$ cat src/hw/rtl/pps_pkg.sv
// ----------------------------------------------------------------------------
// pps_pkg: shared types and constants for the polygon plane splitter
// Item layouts, side and status codes, widths and saturation helpers.
// ----------------------------------------------------------------------------
package pps_pkg;

  localparam int MAX_VERTS  = 16;
  localparam int SPLIT_SPAN = 240;
  localparam int ADDR_W     = $clog2(MAX_VERTS);
  localparam int CNT_W      = $clog2(MAX_VERTS + 1);
  localparam int LCNT_W     = $clog2(3 * MAX_VERTS + 1);

  localparam logic signed [48:0] SPAN_LIMIT = 49'(SPLIT_SPAN * 65536);
  localparam logic signed [48:0] PLANE_OFS  = 49'((SPLIT_SPAN - 16) * 65536);
  localparam logic signed [47:0] EPS_POS    = 48'sd6554;
  localparam logic signed [47:0] EPS_NEG    = -48'sd6554;
  localparam logic signed [17:0] ONE_POS    = 18'sd65536;
  localparam logic signed [17:0] ONE_NEG    = -18'sd65536;
  localparam logic signed [47:0] S48_MAX    = 48'sh7FFF_FFFF_FFFF;
  localparam logic signed [31:0] S32_MAX    = 32'sh7FFF_FFFF;

  localparam logic [1:0] SIDE_ON    = 2'd0;
  localparam logic [1:0] SIDE_FRONT = 2'd1;
  localparam logic [1:0] SIDE_BACK  = 2'd2;

  localparam logic [2:0] ST_SPLIT = 3'd0;
  localparam logic [2:0] ST_FEW   = 3'd1;
  localparam logic [2:0] ST_SPAN  = 3'd2;
  localparam logic [2:0] ST_ONE   = 3'd3;
  localparam logic [2:0] ST_THIN  = 3'd4;

  typedef struct packed {
    logic signed [31:0] axis_x;
    logic signed [31:0] axis_y;
    logic signed [31:0] axis_z;
    logic signed [31:0] vert_x;
    logic signed [31:0] vert_y;
    logic signed [31:0] vert_z;
    logic               last_vertex;
  } vert_t;

  typedef struct packed {
    logic               side;
    logic signed [31:0] out_x;
    logic signed [31:0] out_y;
    logic signed [31:0] out_z;
    logic        [2:0]  status;
    logic               last_result;
  } res_t;

  // Command to the shared divide / square root unit.
  typedef struct packed {
    logic        start;
    logic        sqrt_mode;
    logic [49:0] rem_init;
    logic [64:0] dividend;
    logic [48:0] divisor;
    logic [6:0]  steps;
  } dv_cmd_t;

  function automatic logic signed [47:0] sat48(input logic signed [50:0] v);
    if (v > $signed({3'b000, S48_MAX})) begin
      return S48_MAX;
    end else if (v < $signed({3'b111, ~S48_MAX})) begin
      return ~S48_MAX;
    end else begin
      return v[47:0];
    end
  endfunction

  function automatic logic signed [31:0] sat32(input logic signed [48:0] v);
    if (v > $signed({17'h00000, S32_MAX})) begin
      return S32_MAX;
    end else if (v < $signed({17'h1FFFF, ~S32_MAX})) begin
      return ~S32_MAX;
    end else begin
      return v[31:0];
    end
  endfunction

  // An edge crosses the plane when both ends are off the plane on opposite sides.
  function automatic logic crosses(input logic [1:0] a, input logic [1:0] b);
    return (a != SIDE_ON) && (b != SIDE_ON) && (a != b);
  endfunction

endpackage

$ cat src/hw/rtl/pps_divsqrt.sv
// ----------------------------------------------------------------------------
// pps_divsqrt: shared iterative divide and square root unit
// Restoring divide (one quotient bit per cycle) or integer square root
// (one root bit per cycle) on a common compare and subtract datapath.
// ----------------------------------------------------------------------------
module pps_divsqrt (
  input  logic              clk,
  input  logic              rst,
  input  pps_pkg::dv_cmd_t  cmd,
  output logic              done,
  output logic [64:0]       quot
);
  import pps_pkg::*;

  logic        busy;
  logic [6:0]  left;
  logic [49:0] rem;
  logic [64:0] dq;
  logic [48:0] dvs;
  logic        mode;
  logic [50:0] sh;
  logic [50:0] sub;
  logic [50:0] diff;
  logic        ge;

  always_comb begin
    if (mode) begin
      sh  = {rem[48:0], dq[64:63]};
      sub = {quot[48:0], 2'b01};
    end else begin
      sh  = {rem, dq[64]};
      sub = {2'b00, dvs};
    end
    ge   = (sh >= sub);
    diff = sh - sub;
  end

  always_ff @(posedge clk) begin
    if (rst) begin
      busy <= 1'b0;
      done <= 1'b0;
    end else begin
      done <= 1'b0;
      if (cmd.start) begin
        busy <= 1'b1;
        left <= cmd.steps;
        rem  <= cmd.rem_init;
        dq   <= cmd.dividend;
        dvs  <= cmd.divisor;
        mode <= cmd.sqrt_mode;
        quot <= '0;
      end else if (busy) begin
        rem  <= ge ? diff[49:0] : sh[49:0];
        dq   <= mode ? {dq[62:0], 2'b00} : {dq[63:0], 1'b0};
        quot <= {quot[63:0], ge};
        left <= left - 7'd1;
        if (left == 7'd1) begin
          busy <= 1'b0;
          done <= 1'b1;
        end
      end
    end
  end

endmodule

$ cat config.mk
export PLATFORM = sky130hd
export DESIGN_NAME = pps_divsqrt
export DESIGN_NICKNAME = d
export VERILOG_FILES = /design/src/hw/rtl/pps_pkg.sv /design/src/hw/rtl/pps_divsqrt.sv
export SDC_FILE = /design/constraint.sdc
export NUM_CORES = 1
export LEC_CHECK = 0
export ABC_AREA = 1
export BUFFER_PORTS_ARGS = -buffer_cell sky130_fd_sc_hd__buf_4
export CORE_UTILIZATION = 54
export CTS_CLUSTER_DIAMETER = 40
export DETAILED_ROUTE_END_ITERATION = 16
export PLACE_DENSITY = 0.76
export SYNTH_ARGS = -nofsm -noshare
export SYNTH_HDL_FRONTEND = slang
export SYNTH_SLANG_ARGS = --single-unit
$ cat constraint.sdc
create_clock -name clk -period 19.9 [get_ports clk]
set_clock_uncertainty 0.15 [all_clocks]
set_input_delay 2.985 -clock clk [delete_from_list [all_inputs] [get_ports clk]]
set_output_delay 2.985 -clock clk [all_outputs]
set_load 0.005 [all_outputs]
==> flow_metrics.tcl <==
set metrics [dict create \
    required_ns 19.89 \
    io_pins 241 \
    tightest_slew_ns 1.19 \
    fp.dieH_um 175 \
    ys_top_cells_by_area "edfxtp_1 (44%), nand2_1 (16%), inv_1 (7.9%), a21oi_1 (5.0%), nor2_1 (4.9%)" \
    hold_start "quot[53]$_SDFFCE_PP0P_" \
    max_freq_ghz 0.135 \
    p_per_area_nw_per_um2 94.2 \
    viasPerCell 5.39 \
    critPathLaunchType "primary input" \
    first_global_vias 14400 \
    portBuffers 240 \
    critPathKind "primary input to flop" \
    period_share_pct 37.3 \
    drv_slew 0 \
    async_flop_share_pct 0 \
    track_usage_pct 32.6 \
    ir_drop_mv 0.0723 \
    crit_path_end_kind "flop" \
    finalSetupViolCount 0 \
    synth_cell_types 41 \
    grt_overflow_total 0 \
    synth.avg_cell_area_um2 7.41 \
    cts_tree "done" \
    grt_pass1_wl_mm 77.3 \
    clkLatencyLatePin_ns 0.53 \
    ys.flop_type "edfxtp_1" \
    grt_max_degree 100 \
    cts.sinks 239 \
    drtPass1Iterations 6 \
    postCtsSetupBuffers 0 \
    drv_cap 0 \
    rows 62 \
    dieArea_um2 30600 \
    rsz0062_at_grt "false" \
    synth_top_area_share_pct 44.1 \
    worst_hold_slack_ns 0.414 \
    drt-total-wl_mm 49.5 \
    route.detailed.drc 0 \
    r2r-end "rem[42]$_DFFE_PP_" \
    cts_inserted_buffers 37 \
    drive_gt1_share_pct 16.5 \
    synth_area_um2 16100 \
    p_leak_nw 9.27 \
    dp_cells 2723 \
    htreeDepth 2 \
    r2r-start "mode$_DFFE_PP_" \
    dieWidth_um 175 \
    syn_inst 2177 \
    antenna_found_initial 0 \
    finalHoldViolCount 0 \
    power_mw 1.82 \
    synth-edff-count 237 \
    instances_no_fill 2790 \
    min_to "quot[54]$_SDFFCE_PP0P_" \
    clockBufferDepth 3 \
    slew_headroom_pct 20.9 \
    outcome "finished clean" \
    first_iter_violations 1322 \
    ff2ff_path_depth 15 \
    nets 2607 \
    antennaDiodeCount 0 \
    post_cts_resized 0 \
    worstHoldPathType "flop to flop" \
    vias 15000 \
    clk_pin_slew_ns 0.06 \
    synth-seq-cells 239 \
    cp.arrival_ns 7.42 \
    setup_tns_ns 0 \
    place_hpwl_mm 36.1 \
    ys_seq_area_share_pct 44.3 \
    rrSetupSlack_ns 13.69 \
    yosysTopAreaCell "edfxtp_1" \
    coreArea_um2 29100 \
    start_util_pct 55.5 \
    synth_warnings 0 \
    hold_depth 2 \
    cp_max_fo 93 \
    place.gp.congestion 1.02 \
    ant_nets 0 \
    syn_to_final_growth_pct 20.0 \
    cts_root_buf "clkbuf_16" \
    post-route-util_pct 66.6 \
    finalCriticalPeriod_ns 7.43 \
    drt-wirelength-per-cell_um 17.7 \
    holdBufCountCts 0 \
    synth_nets 2406 \
]
per-stage QoR:
stage	worst slack (ns)	cell area [µm²]
after floorplan	6.61	16100
after global placement	12.05	18100
after detailed placement	11.93	18100
after CTS	12.48	19400
after global routing	12.17	19400
final	12.47	19400
logic make-up (layout without fill, tap and decap cells):
| family | after synthesis | count (layout) | synth area share [%] |
|---|---|---|---|
| compound gates | 278 | 278 | 8.87 |
| xor+xnor | 31 | 31 | 1.68 |
| fa+ha+maj | 54 | 54 | 4.23 |
| buf+inv | 435 | 664 | 10.7 |
| flops | 239 | 239 | 44.3 |
| mux | 3 | 3 | 0.186 |
| simple gates | 1137 | 1137 | 30.0 |
registers in the layout (all words and copies together) (netlist names):
| signal | cells |
|---|---|
| dq | 65 |
| quot | 65 |
| rem | 50 |
| dvs | 49 |
| left | 7 |
| busy | 1 |
| done | 1 |
| mode | 1 |
Yosys cell counts (all sizes together) (2+ instances only):
cell type,number
nand2,673
inv,345
edfxtp,237
nor2,225
a21oi,163
nand3,108
o21ai,102
clkbuf,64
nand4,60
ha,53
or2,50
buf,25
xnor2,25
nor3,9
nand3b,7
o21bai,7
xor2,6
mux2i,3
a31oi,2
and2,2
dfxtp,2
nor4,2
o21a,2
where the power goes:
part	internal, mW	leakage [nW]	switching, mW	total [mW]
clock	0.408	0.610	0.251	0.659
combinational	0.188	6.37	0.349	0.537
sequential	0.610	2.29	0.0183	0.629
total	1.21	9.27	0.618	1.82
how the worst max path moves through the flow:
stage	start	endpoint	slack [ns]
after floorplan	cmd[172]	dq[0]$_SDFFCE_PN0P_	6.61
after global placement	cmd[172]	dq[58]$_DFFE_PP_	12.05
after detailed placement	cmd[172]	rem[21]$_DFFE_PP_	11.93
after CTS	cmd[172]	rem[23]$_DFFE_PP_	12.48
after global routing	cmd[172]	rem[22]$_DFFE_PP_	12.17
final	cmd[172]	rem[23]$_DFFE_PP_	12.47
cells in the final DEF (no fill, tap or decap), drive strengths merged:
cell / instances
a21oi: 163
a31oi: 2
and2: 2
buf: 251
bufinv: 4
clkbuf: 42
clkinv: 13
clkinvlp: 2
dfxtp: 2
edfxtp: 237
fa: 1
ha: 53
inv: 352
mux2i: 3
nand2: 673
nand3: 108
nand3b: 7
nand4: 60
nor2: 225
nor3: 9
nor3b: 1
nor4: 2
o21a: 2
o21ai: 102
o21bai: 7
o22ai: 1
o31ai: 1
or2: 50
xnor2: 25
xor2: 6
routing by layer:
metal / GRT usage (%) / vias up / share of wire [%]
met3: 7.05 / 69 / 9.0
met5: 0 / - / 0
met4: 8.55 / 0 / 2.3
met2: 52.6 / 576 / 46
li1: - / 7390 / -
met1: 44.4 / 7007 / 43
critical path: stages:
cell and delay [ns]:
buf_6 0.50, clkinv_2 0.74, a21oi_4 1.15, buf_4 0.96
buf_4 0.88
cell type report:
class,count,area (µm²)
fillers,2529,9730
inverters,346,1300
flip-flops and latches,239,7160
multi-input cells,1503,7280
repair buffers,251,1890
well taps,384,480
clock buffers,42,966
clock inverters,25,292
Note: power is estimated with default switching activity, not from simulation.
